## config.mk

```make
export PLATFORM = sky130hd
export DESIGN_NAME = c_subset_lexer
export DESIGN_NICKNAME = d
export VERILOG_FILES = /design/src/rtl/csl_pkg.sv /design/src/rtl/csl_front.sv /design/src/rtl/csl_cmdq.sv /design/src/rtl/csl_back.sv /design/src/rtl/c_subset_lexer.sv
export SDC_FILE = /design/constraint.sdc
export NUM_CORES = 1
export LEC_CHECK = 0
export BUFFER_PORTS_ARGS = -buffer_cell sky130_fd_sc_hd__buf_2
export CAP_MARGIN = 10
export CORE_ASPECT_RATIO = 1.25
export CORE_MARGIN = 2
export CORE_UTILIZATION = 39
export DETAILED_ROUTE_END_ITERATION = 6
export PLACE_DENSITY = 0.54
export SETUP_SLACK_MARGIN = 0.05
export SLEW_MARGIN = 20
export SYNTH_ARGS = -nofsm -noshare
export SYNTH_HDL_FRONTEND = slang
export SYNTH_HIERARCHICAL = 1
export SYNTH_SLANG_ARGS = --single-unit
```

## constraint.sdc

```tcl
create_clock -name clock -period 12.05 [get_ports clock]
set_input_delay 0.6025 -clock clock [delete_from_list [all_inputs] [get_ports clock]]
set_output_delay 0.6025 -clock clock [all_outputs]
set_load 0.01 [all_outputs]
```

## src/rtl/csl_pkg.sv

```systemverilog
// Shared types, character codes and symbol/keyword tables for the C subset lexer.
package csl_pkg;

   localparam int WORD_MAX_DEFAULT = 32;
   localparam int CMDQ_DEPTH       = 4;
   localparam int NUM_KEYS         = 9;
   localparam int LEN_W            = 6;
   localparam int LINE_W           = 24;

   localparam logic [LINE_W-1:0] LINE_MAX = '1;

   localparam logic [7:0] CH_QUOTE  = 8'h22;
   localparam logic [7:0] CH_BSLASH = 8'h5C;
   localparam logic [7:0] CH_LF     = 8'h0A;
   localparam logic [7:0] CH_CR     = 8'h0D;
   localparam logic [7:0] CH_TAB    = 8'h09;
   localparam logic [7:0] CH_SPACE  = 8'h20;
   localparam logic [7:0] CH_ZERO   = 8'h30;
   localparam logic [7:0] CH_NINE   = 8'h39;

   localparam logic [1:0] REC_HEADER   = 2'd0;
   localparam logic [1:0] REC_TEXT     = 2'd1;
   localparam logic [1:0] REC_END      = 2'd2;
   localparam logic [1:0] REC_OPEN_END = 2'd3;

   localparam logic [5:0] KIND_INT      = 6'd0;
   localparam logic [5:0] KIND_IDENT    = 6'd1;
   localparam logic [5:0] KIND_STRING   = 6'd2;
   localparam logic [5:0] KIND_KEY_BASE = 6'd3;
   localparam logic [5:0] KIND_SYM_BASE = 6'd12;

   localparam logic [0:0] REG_FIRST_LINE = 1'b0;

   localparam logic [63:0] KEY_TEXT [NUM_KEYS] = '{
      "int", "return", "if", "else", "for", "while", "break", "continue", "char"
   };
   localparam logic [3:0] KEY_LEN [NUM_KEYS] = '{
      4'd3, 4'd6, 4'd2, 4'd4, 4'd3, 4'd5, 4'd5, 4'd8, 4'd4
   };

   typedef struct packed {
      logic [7:0] source_byte;
      logic       end_of_source;
   } req_type;

   typedef struct packed {
      logic [1:0]        record_type;
      logic [5:0]        token_kind;
      logic [7:0]        text_byte;
      logic [LINE_W-1:0] line_number;
      logic              word_overflow;
      logic              last;
   } rsp_type;

   typedef enum logic [1:0] {
      OP_HDR  = 2'd0,
      OP_TEXT = 2'd1,
      OP_END  = 2'd2
   } cmd_op_type;

   typedef struct packed {
      cmd_op_type        op;
      logic [5:0]        kind;
      logic [1:0]        end_type;
      logic              overflow;
      logic [LEN_W-1:0]  len;
      logic [LINE_W-1:0] line;
      logic              last;
   } cmd_type;

   typedef struct packed {
      logic             we;
      logic [LEN_W-1:0] addr;
      logic [7:0]       data;
   } memw_type;

   typedef struct packed {
      logic              we;
      logic [LINE_W-1:0] value;
   } cfg_type;

   function automatic cmd_type mk_cmd(cmd_op_type op, logic [5:0] kind, logic [1:0] et,
                                      logic ovf, logic [LEN_W-1:0] len,
                                      logic [LINE_W-1:0] line);
      cmd_type c;
      c.op       = op;
      c.kind     = kind;
      c.end_type = et;
      c.overflow = ovf;
      c.len      = len;
      c.line     = line;
      c.last     = 1'b0;
      return c;
   endfunction

   // Does byte b equal character pos of keyword k?
   function automatic logic key_match(int unsigned k, logic [LEN_W-1:0] pos, logic [7:0] b);
      logic [LEN_W-1:0] kl;
      logic [LEN_W-1:0] sh;
      kl = LEN_W'(KEY_LEN[k]);
      sh = kl - pos - LEN_W'(1);
      if (pos >= kl) begin
         return 1'b0;
      end
      return KEY_TEXT[k][{sh[2:0], 3'b000} +: 8] == b;
   endfunction

   // Single-character symbol: {valid, index}.
   function automatic logic [6:0] sym_first(logic [7:0] b);
      logic [6:0] r;
      case (b)
         "{": r = {1'b1, 6'd2};
         "}": r = {1'b1, 6'd3};
         "(": r = {1'b1, 6'd4};
         ")": r = {1'b1, 6'd5};
         ";": r = {1'b1, 6'd6};
         "-": r = {1'b1, 6'd7};
         "~": r = {1'b1, 6'd8};
         "!": r = {1'b1, 6'd9};
         "+": r = {1'b1, 6'd10};
         "*": r = {1'b1, 6'd11};
         "/": r = {1'b1, 6'd12};
         "%": r = {1'b1, 6'd13};
         "|": r = {1'b1, 6'd14};
         "&": r = {1'b1, 6'd15};
         "^": r = {1'b1, 6'd16};
         "<": r = {1'b1, 6'd23};
         ">": r = {1'b1, 6'd25};
         "=": r = {1'b1, 6'd27};
         ":": r = {1'b1, 6'd38};
         "?": r = {1'b1, 6'd39};
         ",": r = {1'b1, 6'd40};
         "[": r = {1'b1, 6'd41};
         "]": r = {1'b1, 6'd42};
         default: r = '0;
      endcase
      return r;
   endfunction

   // Longer symbol formed by appending b to symbol k: {valid, index}.
   function automatic logic [6:0] sym_next(logic [5:0] k, logic [7:0] b);
      logic [6:0] r;
      r = '0;
      case (k)
         6'd10: begin
            if (b == "+") r = {1'b1, 6'd0};
            else if (b == "=") r = {1'b1, 6'd28};
         end
         6'd7: begin
            if (b == "-") r = {1'b1, 6'd1};
            else if (b == "=") r = {1'b1, 6'd29};
         end
         6'd11: if (b == "=") r = {1'b1, 6'd30};
         6'd12: if (b == "=") r = {1'b1, 6'd31};
         6'd13: if (b == "=") r = {1'b1, 6'd32};
         6'd14: begin
            if (b == "|") r = {1'b1, 6'd20};
            else if (b == "=") r = {1'b1, 6'd37};
         end
         6'd15: begin
            if (b == "&") r = {1'b1, 6'd19};
            else if (b == "=") r = {1'b1, 6'd35};
         end
         6'd16: if (b == "=") r = {1'b1, 6'd36};
         6'd23: begin
            if (b == "<") r = {1'b1, 6'd17};
            else if (b == "=") r = {1'b1, 6'd24};
         end
         6'd25: begin
            if (b == ">") r = {1'b1, 6'd18};
            else if (b == "=") r = {1'b1, 6'd26};
         end
         6'd27: if (b == "=") r = {1'b1, 6'd21};
         6'd9:  if (b == "=") r = {1'b1, 6'd22};
         6'd17: if (b == "=") r = {1'b1, 6'd33};
         6'd18: if (b == "=") r = {1'b1, 6'd34};
         default: r = '0;
      endcase
      return r;
   endfunction

endpackage

```

## src/rtl/csl_front.sv

```systemverilog
// Front end: classifies each source byte, tracks word/string/symbol state, issues commands.
module csl_front #(
   parameter int WORD_MAX = csl_pkg::WORD_MAX_DEFAULT
) (
   input  logic                  clock,
   input  logic                  reset,
   input  logic                  req_valid,
   output logic                  req_stall,
   input  csl_pkg::req_type      req_payload,
   input  csl_pkg::cfg_type      cfg,
   output csl_pkg::memw_type     memw,
   output logic [1:0]            push_count,
   output csl_pkg::cmd_type [1:0] push_cmd,
   input  logic                  q_room,
   input  logic                  text_done,
   output logic                  text_busy
);
   import csl_pkg::*;

   localparam int LW = $clog2(WORD_MAX + 1);

   logic                 in_string_ff, in_string_in;
   logic                 bs_ff, bs_in;
   logic                 pend_v_ff, pend_v_in;
   logic [5:0]           pend_k_ff, pend_k_in;
   logic [LW-1:0]        len_ff, len_in;
   logic                 trunc_ff, trunc_in;
   logic                 digit_ff, digit_in;
   logic [NUM_KEYS-1:0]  kmask_ff, kmask_in;
   logic [LINE_W-1:0]    line_ff, line_in;
   logic                 busy_ff, busy_in;
   logic                 accept;
   cmd_type [1:0]        cmds;
   logic [1:0]           ncmd;
   memw_type             memw_c;

   function automatic cmd_type word_cmd(logic [LEN_W-1:0] len, logic trunc, logic digit,
                                        logic [NUM_KEYS-1:0] kmask, logic [LINE_W-1:0] line);
      logic       found;
      logic [5:0] kk;
      found = 1'b0;
      kk    = '0;
      for (int k = 0; k < NUM_KEYS; k++) begin
         if (!found && !trunc && kmask[k] && len == LEN_W'(KEY_LEN[k])) begin
            found = 1'b1;
            kk    = 6'(k);
         end
      end
      if (digit) begin
         return mk_cmd(OP_TEXT, KIND_INT, REC_END, trunc, len, line);
      end else if (found) begin
         return mk_cmd(OP_HDR, KIND_KEY_BASE + kk, REC_HEADER, 1'b0, len, line);
      end
      return mk_cmd(OP_TEXT, KIND_IDENT, REC_END, trunc, len, line);
   endfunction

   assign req_stall  = busy_ff || !q_room;
   assign accept     = req_valid && !req_stall;
   assign text_busy  = busy_ff;
   assign push_count = accept ? ncmd : 2'd0;
   assign push_cmd   = cmds;
   assign memw       = '{we: memw_c.we && accept, addr: memw_c.addr, data: memw_c.data};

   always_comb begin
      logic [7:0] b;
      logic       eos;
      logic       consumed;
      logic       do_append;
      logic       is_ws;
      logic [6:0] s1;
      logic [6:0] sx;
      b         = req_payload.source_byte;
      eos       = req_payload.end_of_source;
      s1        = sym_first(b);
      sx        = sym_next(pend_k_ff, b);
      is_ws     = (b == CH_SPACE) || (b == CH_TAB) || (b == CH_CR) || (b == CH_LF);
      consumed  = 1'b0;
      do_append = 1'b0;

      in_string_in = in_string_ff;
      pend_v_in    = pend_v_ff;
      pend_k_in    = pend_k_ff;
      len_in       = len_ff;
      trunc_in     = trunc_ff;
      digit_in     = digit_ff;
      kmask_in     = kmask_ff;
      line_in      = line_ff;
      cmds         = '0;
      ncmd         = 2'd0;
      memw_c       = '0;

      if (in_string_ff) begin
         if (b == CH_QUOTE && !bs_ff) begin
            cmds[0]      = mk_cmd(OP_TEXT, KIND_STRING, REC_END, trunc_ff, LEN_W'(len_ff),
                                  line_ff);
            ncmd         = 2'd1;
            len_in       = '0;
            trunc_in     = 1'b0;
            in_string_in = 1'b0;
         end else begin
            do_append = 1'b1;
         end
         consumed = 1'b1;
      end else if (pend_v_ff) begin
         if (sx[6]) begin
            pend_k_in = sx[5:0];
            consumed  = 1'b1;
         end else begin
            cmds[0]   = mk_cmd(OP_HDR, KIND_SYM_BASE + pend_k_ff, REC_HEADER, 1'b0, '0,
                               line_ff);
            ncmd      = 2'd1;
            pend_v_in = 1'b0;
            pend_k_in = '0;
         end
      end

      if (!consumed) begin
         if (b == CH_QUOTE || s1[6] || is_ws) begin
            // A pending symbol and a buffered word never coexist, so one slot suffices.
            if (len_ff != '0) begin
               cmds[ncmd[0]] = word_cmd(LEN_W'(len_ff), trunc_ff, digit_ff, kmask_ff, line_ff);
               ncmd          = ncmd + 2'd1;
               len_in        = '0;
               trunc_in      = 1'b0;
            end
            if (b == CH_QUOTE) begin
               in_string_in = 1'b1;
            end else if (s1[6]) begin
               pend_v_in = 1'b1;
               pend_k_in = s1[5:0];
            end
         end else begin
            do_append = 1'b1;
         end
      end

      if (b == CH_LF && line_ff != LINE_MAX) begin
         line_in = line_ff + LINE_W'(1);
      end

      if (do_append) begin
         if (len_ff < LW'(WORD_MAX)) begin
            memw_c.we   = 1'b1;
            memw_c.addr = LEN_W'(len_ff);
            memw_c.data = b;
            len_in      = len_ff + LW'(1);
            if (len_ff == '0) begin
               digit_in = (b >= CH_ZERO) && (b <= CH_NINE);
            end
            for (int k = 0; k < NUM_KEYS; k++) begin
               kmask_in[k] = (len_ff == '0 || kmask_ff[k]) && key_match(k, LEN_W'(len_ff), b);
            end
         end else begin
            trunc_in = 1'b1;
         end
      end

      if (eos) begin
         if (pend_v_in) begin
            cmds[ncmd[0]] = mk_cmd(OP_HDR, KIND_SYM_BASE + pend_k_in, REC_HEADER, 1'b0, '0,
                                   line_in);
            ncmd          = ncmd + 2'd1;
            pend_v_in     = 1'b0;
            pend_k_in     = '0;
         end
         if (in_string_in) begin
            if (len_in == '0) begin
               cmds[ncmd[0]] = mk_cmd(OP_END, KIND_STRING, REC_OPEN_END, 1'b0, '0, line_in);
            end else begin
               cmds[ncmd[0]] = mk_cmd(OP_TEXT, KIND_STRING, REC_OPEN_END, trunc_in,
                                      LEN_W'(len_in), line_in);
            end
            ncmd         = ncmd + 2'd1;
            in_string_in = 1'b0;
         end else if (len_in != '0) begin
            cmds[ncmd[0]] = word_cmd(LEN_W'(len_in), trunc_in, digit_in, kmask_in, line_in);
            ncmd          = ncmd + 2'd1;
         end
         len_in   = '0;
         trunc_in = 1'b0;
      end

      bs_in = !eos && (b == CH_BSLASH);

      if (ncmd != 2'd0) begin
         cmds[1'(ncmd - 2'd1)].last = 1'b1;
      end

      busy_in = busy_ff;
      if (accept && ((ncmd != 2'd0 && cmds[0].op == OP_TEXT) ||
                     (ncmd == 2'd2 && cmds[1].op == OP_TEXT))) begin
         busy_in = 1'b1;
      end else if (text_done) begin
         busy_in = 1'b0;
      end
   end

   always_ff @(posedge clock) begin
      if (reset) begin
         in_string_ff <= 1'b0;
         bs_ff        <= 1'b0;
         pend_v_ff    <= 1'b0;
         pend_k_ff    <= '0;
         len_ff       <= '0;
         trunc_ff     <= 1'b0;
         digit_ff     <= 1'b0;
         kmask_ff     <= '0;
         line_ff      <= LINE_W'(1);
         busy_ff      <= 1'b0;
      end else begin
         busy_ff <= busy_in;
         if (cfg.we) begin
            line_ff <= cfg.value;
         end else if (accept) begin
            line_ff <= line_in;
         end
         if (accept) begin
            in_string_ff <= in_string_in;
            bs_ff        <= bs_in;
            pend_v_ff    <= pend_v_in;
            pend_k_ff    <= pend_k_in;
            len_ff       <= len_in;
            trunc_ff     <= trunc_in;
            digit_ff     <= digit_in;
            kmask_ff     <= kmask_in;
         end
      end
   end

endmodule

```

## src/rtl/csl_cmdq.sv

```systemverilog
// Command queue between front and back end: up to two pushes and one pop per cycle.
module csl_cmdq (
   input  logic                  clock,
   input  logic                  reset,
   input  logic [1:0]            push_count,
   input  csl_pkg::cmd_type [1:0] push_cmd,
   input  logic                  pop,
   output csl_pkg::cmd_type      head,
   output logic                  nonempty,
   output logic                  room,
   output logic [$clog2(csl_pkg::CMDQ_DEPTH+1)-1:0] count
);
   import csl_pkg::*;

   localparam int AW = $clog2(CMDQ_DEPTH);
   localparam int CW = $clog2(CMDQ_DEPTH + 1);

   cmd_type         q_ff [CMDQ_DEPTH];
   logic [AW-1:0]   wr_ff, wr_in;
   logic [AW-1:0]   rd_ff, rd_in;
   logic [CW-1:0]   count_ff, count_in;

   assign head     = q_ff[rd_ff];
   assign nonempty = count_ff != '0;
   assign room     = count_ff <= CW'(CMDQ_DEPTH - 2);
   assign count    = count_ff;

   always_comb begin
      wr_in    = wr_ff + AW'(push_count);
      rd_in    = pop ? rd_ff + AW'(1) : rd_ff;
      count_in = count_ff + CW'(push_count) - (pop ? CW'(1) : CW'(0));
   end

   always_ff @(posedge clock) begin
      if (push_count != 2'd0) begin
         q_ff[wr_ff] <= push_cmd[0];
      end
      if (push_count == 2'd2) begin
         q_ff[wr_ff + AW'(1)] <= push_cmd[1];
      end
   end

   always_ff @(posedge clock) begin
      if (reset) begin
         wr_ff    <= '0;
         rd_ff    <= '0;
         count_ff <= '0;
      end else begin
         wr_ff    <= wr_in;
         rd_ff    <= rd_in;
         count_ff <= count_in;
      end
   end

endmodule

```

## src/rtl/csl_back.sv

```systemverilog
// Back end: expands commands into result records, replaying word text from the buffer.
module csl_back #(
   parameter int WORD_MAX = csl_pkg::WORD_MAX_DEFAULT
) (
   input  logic              clock,
   input  logic              reset,
   input  csl_pkg::memw_type memw,
   input  csl_pkg::cmd_type  head,
   input  logic              nonempty,
   output logic              pop,
   output logic              text_done,
   output logic              rsp_valid,
   input  logic              rsp_stall,
   output csl_pkg::rsp_type  rsp_payload
);
   import csl_pkg::*;

   localparam int AW = $clog2(WORD_MAX);

   typedef enum logic [4:0] {
      B_IDLE  = 5'b00001,
      B_HEAD  = 5'b00010,
      B_FETCH = 5'b00100,
      B_BYTE  = 5'b01000,
      B_TAIL  = 5'b10000
   } back_state_type;

   back_state_type state_ff, state_in;
   cmd_type        cmd_ff, cmd_in;
   logic [AW-1:0]  idx_ff, idx_in;
   logic [7:0]     word_mem [WORD_MAX];
   logic [7:0]     rd_data_ff;
   logic           out_valid_ff, out_valid_in;
   rsp_type        out_ff, out_in;
   logic           load;
   logic           emit;

   assign load        = !out_valid_ff || !rsp_stall;
   assign rsp_valid   = out_valid_ff;
   assign rsp_payload = out_ff;

   always_ff @(posedge clock) begin
      if (memw.we) begin
         word_mem[memw.addr[AW-1:0]] <= memw.data;
      end
      rd_data_ff <= word_mem[idx_ff];
   end

   always_comb begin
      logic last_byte;
      last_byte = (LEN_W'(idx_ff) + LEN_W'(1)) == cmd_ff.len;
      state_in  = state_ff;
      cmd_in    = cmd_ff;
      idx_in    = idx_ff;
      pop       = 1'b0;
      text_done = 1'b0;
      emit      = 1'b0;
      out_in    = '{record_type: REC_HEADER, token_kind: cmd_ff.kind, text_byte: 8'd0,
                    line_number: cmd_ff.line, word_overflow: 1'b0, last: 1'b0};
      case (state_ff)
         B_IDLE: begin
            if (nonempty) begin
               pop      = 1'b1;
               cmd_in   = head;
               state_in = B_HEAD;
            end
         end
         B_HEAD: begin
            if (load) begin
               emit = 1'b1;
               case (cmd_ff.op)
                  OP_TEXT: begin
                     idx_in   = '0;
                     state_in = (cmd_ff.len == '0) ? B_TAIL : B_FETCH;
                  end
                  OP_END: begin
                     out_in.record_type = cmd_ff.end_type;
                     out_in.last        = cmd_ff.last;
                     state_in           = B_IDLE;
                  end
                  default: begin
                     out_in.last = cmd_ff.last;
                     state_in    = B_IDLE;
                  end
               endcase
            end
         end
         B_FETCH: begin
            // The buffer read is registered; data for idx is ready next cycle.
            state_in = B_BYTE;
         end
         B_BYTE: begin
            if (load) begin
               emit               = 1'b1;
               out_in.record_type = REC_TEXT;
               out_in.text_byte   = rd_data_ff;
               if (last_byte) begin
                  state_in = B_TAIL;
               end else begin
                  idx_in   = idx_ff + AW'(1);
                  state_in = B_FETCH;
               end
            end
         end
         B_TAIL: begin
            if (load) begin
               emit                 = 1'b1;
               text_done            = 1'b1;
               out_in.record_type   = cmd_ff.end_type;
               out_in.word_overflow = cmd_ff.overflow;
               out_in.last          = cmd_ff.last;
               state_in             = B_IDLE;
            end
         end
         default: state_in = B_IDLE;
      endcase
      out_valid_in = emit ? 1'b1 : (load ? 1'b0 : out_valid_ff);
   end

   always_ff @(posedge clock) begin
      cmd_ff <= cmd_in;
      idx_ff <= idx_in;
      if (emit) begin
         out_ff <= out_in;
      end
   end

   always_ff @(posedge clock) begin
      if (reset) begin
         state_ff     <= B_IDLE;
         out_valid_ff <= 1'b0;
      end else begin
         state_ff     <= state_in;
         out_valid_ff <= out_valid_in;
      end
   end

endmodule

```

## src/rtl/c_subset_lexer.sv

```systemverilog
// Streaming C subset lexer: top level with register port, front end, command queue and back end.
// The lexer takes one source byte per cycle and emits token records: a header per token, and
// for integers, identifiers and strings the text as one record per byte closed by an end record.
// A byte is taken in the cycle it arrives unless the command queue lacks two free entries or a
// word or string is still being replayed from the word buffer; a byte that ends an integer,
// identifier or string therefore holds off the next byte until that token's end record has
// entered the output register. Header-only tokens (symbols, keywords) pass through the back-end
// states B_IDLE and B_HEAD, and every text byte passes through B_FETCH and B_BYTE, as the word
// buffer read is registered. first_line_number sits at byte address 0 and also loads the running
// line counter when written; write it only while the lexer is idle.
module c_subset_lexer #(
   parameter int WORD_MAX = csl_pkg::WORD_MAX_DEFAULT
) (
   input  logic             clock,
   input  logic             reset,
   input  logic             req_valid,
   output logic             req_stall,
   input  csl_pkg::req_type req_payload,
   output logic             rsp_valid,
   input  logic             rsp_stall,
   output csl_pkg::rsp_type rsp_payload,
   input  logic             csr_psel,
   input  logic             csr_penable,
   input  logic             csr_pwrite,
   input  logic [2:0]       csr_paddr,
   input  logic [31:0]      csr_pwdata,
   output logic [31:0]      csr_prdata,
   output logic             csr_pready
);
   import csl_pkg::*;

   localparam int QCW = $clog2(CMDQ_DEPTH + 1);

   logic [LINE_W-1:0] first_line_ff;
   cfg_type           cfg;
   memw_type          memw;
   logic [1:0]        push_count;
   cmd_type [1:0]     push_cmd;
   cmd_type           head;
   logic              q_room;
   logic              q_nonempty;
   logic [QCW-1:0]    q_count;
   logic              pop;
   logic              text_done;
   logic              text_busy;

   assign csr_pready = 1'b1;
   assign cfg.we     = csr_psel && csr_penable && csr_pwrite && csr_paddr[2] == REG_FIRST_LINE;
   assign cfg.value  = csr_pwdata[LINE_W-1:0];
   assign csr_prdata = (csr_paddr[2] == REG_FIRST_LINE) ? {8'd0, first_line_ff} : 32'd0;

   always_ff @(posedge clock) begin
      if (reset) begin
         first_line_ff <= LINE_W'(1);
      end else if (cfg.we) begin
         first_line_ff <= cfg.value;
      end
   end

   csl_front #(.WORD_MAX(WORD_MAX)) u_front (
      .clock       (clock),
      .reset       (reset),
      .req_valid   (req_valid),
      .req_stall   (req_stall),
      .req_payload (req_payload),
      .cfg         (cfg),
      .memw        (memw),
      .push_count  (push_count),
      .push_cmd    (push_cmd),
      .q_room      (q_room),
      .text_done   (text_done),
      .text_busy   (text_busy)
   );

   csl_cmdq u_cmdq (
      .clock      (clock),
      .reset      (reset),
      .push_count (push_count),
      .push_cmd   (push_cmd),
      .pop        (pop),
      .head       (head),
      .nonempty   (q_nonempty),
      .room       (q_room),
      .count      (q_count)
   );

   csl_back #(.WORD_MAX(WORD_MAX)) u_back (
      .clock       (clock),
      .reset       (reset),
      .memw        (memw),
      .head        (head),
      .nonempty    (q_nonempty),
      .pop         (pop),
      .text_done   (text_done),
      .rsp_valid   (rsp_valid),
      .rsp_stall   (rsp_stall),
      .rsp_payload (rsp_payload)
   );

`ifndef SYNTHESIS
   a_queue_bound : assert property (@(posedge clock) disable iff (reset)
      q_count <= QCW'(CMDQ_DEPTH))
      else $error("command queue overfilled");

   a_text_while_busy : assert property (@(posedge clock) disable iff (reset)
      (rsp_valid && rsp_payload.record_type == REC_TEXT) |-> text_busy)
      else $error("text record shown while word buffer is unlocked");

   a_text_not_last : assert property (@(posedge clock) disable iff (reset)
      (rsp_valid && rsp_payload.record_type == REC_TEXT) |-> !rsp_payload.last)
      else $error("text byte record flagged as last");

   a_busy_from_accept : assert property (@(posedge clock) disable iff (reset)
      $rose(text_busy) |-> $past(req_valid && !req_stall))
      else $error("word buffer locked without an accepted byte");
`endif

endmodule
```

* Word-level counts from Yosys, hierarchy flattened *
Memories as Yosys holds them, arrays and structs flattened. A register that Yosys moved wholly into a read port is not among the register bits.
Index checks and enable logic that the tools add are counted.

cells by class
  add/sub/neg operators = 29
  multiply operators = 0
  div/mod/pow operators = 0
  $lt $le $gt $ge = 18
  equality and inequality tests = 83
  shift-type cells = 9
  multiplexer cells = 321
  bitwise operators = 1
  reductions and logical operators = 136

operators with widths
  kind                                                         number
  two-way mux 84 bit                                           10
  two-way mux 42 bit                                           17
  variable part select 64 x 7 -> 8 bit (first input constant)  9
  bitwise mux 84 bit                                           6
  two-way mux 1 bit                                            186
  demux 42 bit (select 1 bit)                                  4
  case mux 7 bit (23 select lines)                             1
  == test 8 x 6 -> 1 bit (second input constant)               18
  two-way mux 7 bit                                            20
  two-way mux 6 bit                                            23
  case mux 7 bit (14 select lines)                             1
  two-way mux 24 bit                                           4
  logical AND 1 bit                                            77
  == test 8 bit                                                9
  == test 8 x 7 -> 1 bit (second input constant)               8
  two-way mux 5 bit                                            11
  == test 6 x 4 -> 1 bit (second input constant)               9
  == test 6 x 3 -> 1 bit (second input constant)               7
  two-way mux 41 bit                                           1
  two-way mux 40 bit                                           1
  == test 6 x 5 -> 1 bit (second input constant)               6
  two-way mux 2 bit                                            18
  two-way mux 15 bit                                           2
  case mux 5 bit (5 select lines)                              1
  54 further kinds                                             148

storage, ports and cells
  register bits after elaboration = 135
  bits in latches = 0
  memory bits (writable) = 424
  memory bits (read-only) = 0
  input bits = 51
  output and inout port bits = 77
  memories kept = 2

memory list
  memory           depth  width  read ports  clocked after Yosys merged registers in  wr ports  line            source
  u_back.word_mem  32     8      1           1                                        1         csl_back.sv:31  logic [7:0] word_mem [WORD_MAX];
  u_cmdq.q_ff      4      42     1           1                                        2         csl_cmdq.sv:18  cmd_type q_ff [CMDQ_DEPTH];

* Logic depth before layout (Yosys ltp) *
  depth in word-level cells = 105
  mapped depth = 27

* Cells and area by module *
Netlist, hierarchy kept.

by module, submodules not included
  module          instances  cells an instance  area an instance (µm²)  sequential area each (µm²)
  csl_back        1          607                13402.9                 10640.2
  csl_cmdq        1          453                8584.5                  5225.0
  csl_front       1          1226               7877.6                  1021.0
  c_subset_lexer  1          142                1338.8                  480.5

* Worst setup path before layout *
Ideal clock, no wire load.

  path type = input to register
  start point = in req_payload[2] in the netlist's numbering
  end point = mem u_cmdq/q_ff[0][0] in the netlist's numbering, enable pin
  library setup time = 0.500 ns
  arrival time = 7.804 ns
  data required time = 11.550 ns
  setup slack = 3.746 ns
  cell stages on the path = 24
  buffers on the path = 5
  cell sequence = buf_4 buf_6 buf_4 nand3b_1 a2111oi_0 o211ai_1 o2111ai_2 nand2b_1 nand2_1 ha_1 nor2_1 a21oi_1 o221a_2 and2_1 clkbuf_1 nor2_1 buf_2 ha_1 nand2_1 o21ai_0 a21oi_1 and2_1 o21bai_1 o21ai_0

RTL lines
  element             line                  source
  start: declaration  c_subset_lexer.sv:18  input csl_pkg::req_type req_payload,
  end: declaration    csl_cmdq.sv:18

==> key figures <==
Outcome
  • Status: finished clean

Timing
  • Fin. Hold Viols: 0
  • Max-Slew Margin vs Limit: 33.96%
  • Slew Viols, Final: 0
  • Final worst path period share: 66.98%
  • Least-Margin Pin Slew: 0.9896 ns
  • Min Tclk post-route: 8.071 ns
  • Unrepaired setup endpoints after global routing: false
  • Setup violators final: 0
  • Worst Clk Skew: 0.02565 ns
  • Maximum clock frequency: 123.9 MHz
  • Setup tns final: 0 ns

Clock tree
  • CTS Buffer Depth: 3
  • Clock transition at path regs: 0.06 ns
  • CTS Buf Count: 60
  • Insertion delay to the later sink of the worst-skew pair: 0.63 ns
  • Post-CTS Setup Bufs: 0
  • Hold buffers post-CTS: 0
  • CTS Root Cell: clkbuf_16
  • CTS sink cnt: 611
  • CTS tree: built
  • Post-cts resize count: 0
  • H-tree depth: 2

Global routing
  • Antenna violations before repair: 2
  • First-pass GRT wire length: 125000 um
  • Largest net degree at the start of global routing: 71
  • Total grt overflow: 0
  • Global Route Usage Sum: 19.59%
  • Vias in the first global route: 20517

Floorplanning
  • Chip Height: 320.2 um
  • Core box area: 78990 um2
  • Die X: 257.0 um
  • Die area: 82270 um2
  • Row Count: 115
  • # IOs: 128
  • Starting Density: 39.49%

Min path
  • WHS Endpoint: u_front/line_ff[8]
  • HP Start: csr_pwdata[8]
  • Min-delay worst type: in -> reg
  • WHS Path Cells: 3

Placement
  • Post-DP HPWL: 54240 um
  • Final GP Congestion: 0.8715
  • Port bufs: 108
  • Cell count after placement: 3449

Cells and area
  • Net count, final: 2545
  • Layout Cells excl Fill: 3560
  • # diodes: 0
  • Area grow syn2layout: 10.73%
  • Fillers: 7238
  • Share of layout cells above drive strength 1: 23.77%

Setup path
  • CP delay by family, top: simple AND/OR/NAND/NOR gates
  • Worst path bufs/invs: 3
  • Worst EP required: 12.31 ns
  • CP Class: reg -> reg
  • CP max stage delay: 0.99 ns
  • Critical path's slowest cell: and4bb_4
  • Reg2reg start: u_front/pend_k_ff[2]
  • Crit path cell chain: inv_1, ha_1, or3b_2, a211oi_1, o21ai_0, o2111ai_2, nand2b_1, nand2_1, ha_1, nor2_1, a21oi_1, o221a_2, and2_1, nor3_1, a31o_2, buf_4, xnor2_1, nor2_1, and4bb_4, o21bai_4, buf_4
  • Peak fanout along the critical path: 49
  • R2R cell count: 21
  • Critical R2R Capture: u_cmdq/q_ff[2][28]
  • Worst R2R Setup Slack: 3.98 ns
  • Arrival @ worst endpoint: 8.33 ns
  • Startpoint Class: flop
  • Crit. End Element: flop

Detailed routing
  • WL final: 81720 um
  • DR pass1 iterations: 6
  • Via count: 20331
  • Post-route DRC: 0
  • Drt initial violations: 1762
  • Antenna-violating nets left: 0
  • WL per Instance: 22.95 um
  • Vias per cell: 5.711

Pwr
  • P_leak: 11.67 nW
  • Final Total Pwr: 0.005367 W
  • Sequential Power Share: 48.6%
  • Combinational group share of total power: 15.7%
  • Cell-internal power: 0.003958 W
  • Worst vdd ir: 0.00009130 V
  • PwrDens: 155.4 nW/um2
  • Net Sw Frac: 26.26%
  • Power share of the clock group: 35.7%
  • P_sw: 0.001409 W

Synth
  • Syn avg cell area: 12.86 um2
  • Syn. warnings: 6
  • Mapped Area: 31190 um2
  • Mapped Cells: 2426

Job
  • Max-cap violation count: 0
[routing by layer]
metal  vias to the layer above  wire, um  global-route usage [%]
li1                       9312         -                       -
met1                     10285     34810                   25.49
met2                       609     41020                   34.24
met3                       121      3977                   2.608
met4                         4      1895                   5.478
met5                         -        21                       0
[worst register-to-register path, delay by kind of cell, from the launching register on]
family | cells | cell delay, ns
DFF | 1 | 0.46
adders and majority gates | 2 | 0.55
AOI/OAI and AO/OA | 7 | 2.28
buffers and inverters | 3 | 1.12
and+or+nand+nor | 8 | 3.05
xor gates and xnor gates | 1 | 0.26
[power groups by stage]
stage / combinational, W / sequential, W / clock, W
floorplan: 0.000581 / 0.00264 / 0
global placement: 0.000839 / 0.00265 / 0
detailed placement: 0.000850 / 0.00266 / 0
CTS: 0.000853 / 0.00261 / 0.00197
global route: 0.000919 / 0.00263 / 0.00205
finish: 0.000844 / 0.00261 / 0.00191
[stage by stage]
| step | worst slack (ns) | util, % | cell area (um2) | hold WS, ns |
|---|---|---|---|---|
| 3_3_place_gp | 3.565 | 41.14 | 32500 | 0.4049 |
| 4_1_cts | 3.949 | 43.71 | 34530 | 0.1986 |
| 3_5_place_dp | 3.538 | 41.15 | 32500 | 0.4045 |
| 2_1_floorplan | 3.746 | - | 31220 | 0.4003 |
| 6_report | 3.979 | 43.72 | 34540 | 0.2447 |
| 5_1_grt | 3.481 | 43.72 | 34540 | 0.2312 |
[registers in the layout, summed over array words and instances (netlist names), 5 cells and up, named ones only]
signal	count
first_line_ff	24
u_back/cmd_ff	42
u_back/idx_ff	5
u_back/rd_data_ff	8
u_back/rsp_payload	42
u_back/state_ff	5
u_back/word_mem	256
u_cmdq/q_ff	168
u_front/kmask_ff	9
u_front/len_ff	6
u_front/line_ff	24
u_front/pend_k_ff	6
[cell type report]
cell class              count  area, um2  share of cell area, %
flip-flops and latches    611      17370                  50.29
well taps                1053       1318                  3.815
clock inverters            29      329.1                 0.9528
repair buffers            144      813.3                  2.355
clock buffers              82       1697                  4.912
inverters                  36      135.1                 0.3912
multi-input cells        1605      12880                  37.28
[worst max-delay path by stage]
stage                         startpoint            endpoint  slack, ns  cells after the start
floorplan                 req_payload[2]   u_cmdq/q_ff[0][0]       3.75                     24
detailed placement        req_payload[2]  u_cmdq/q_ff[2][29]       3.54                     20
finish              u_front/pend_k_ff[2]  u_cmdq/q_ff[2][28]       3.98                     21
CTS                 u_front/pend_k_ff[2]  u_cmdq/q_ff[2][28]       3.95                     23
global placement          req_payload[2]  u_cmdq/q_ff[2][29]       3.57                     22
global route        u_front/pend_k_ff[2]  u_cmdq/q_ff[2][28]       3.48                     23
[placed cells by master, fill, tap and decap left out, types with 36 or more instances in the layout]
master and instances:
o21ai_0 90, o31ai_1 41, nor2_1 234, mux2_2 177, buf_2 107, nand2_1 126, buf_4 37, edfxtp_1 513
mux4_2 122, nand3_1 59, mux2i_1 38, clkbuf_16 62, nor2b_1 36, dfxtp_1 96, nand2b_1 67, a21oi_1 110
Note: power is estimated with default switching activity, not from simulation.
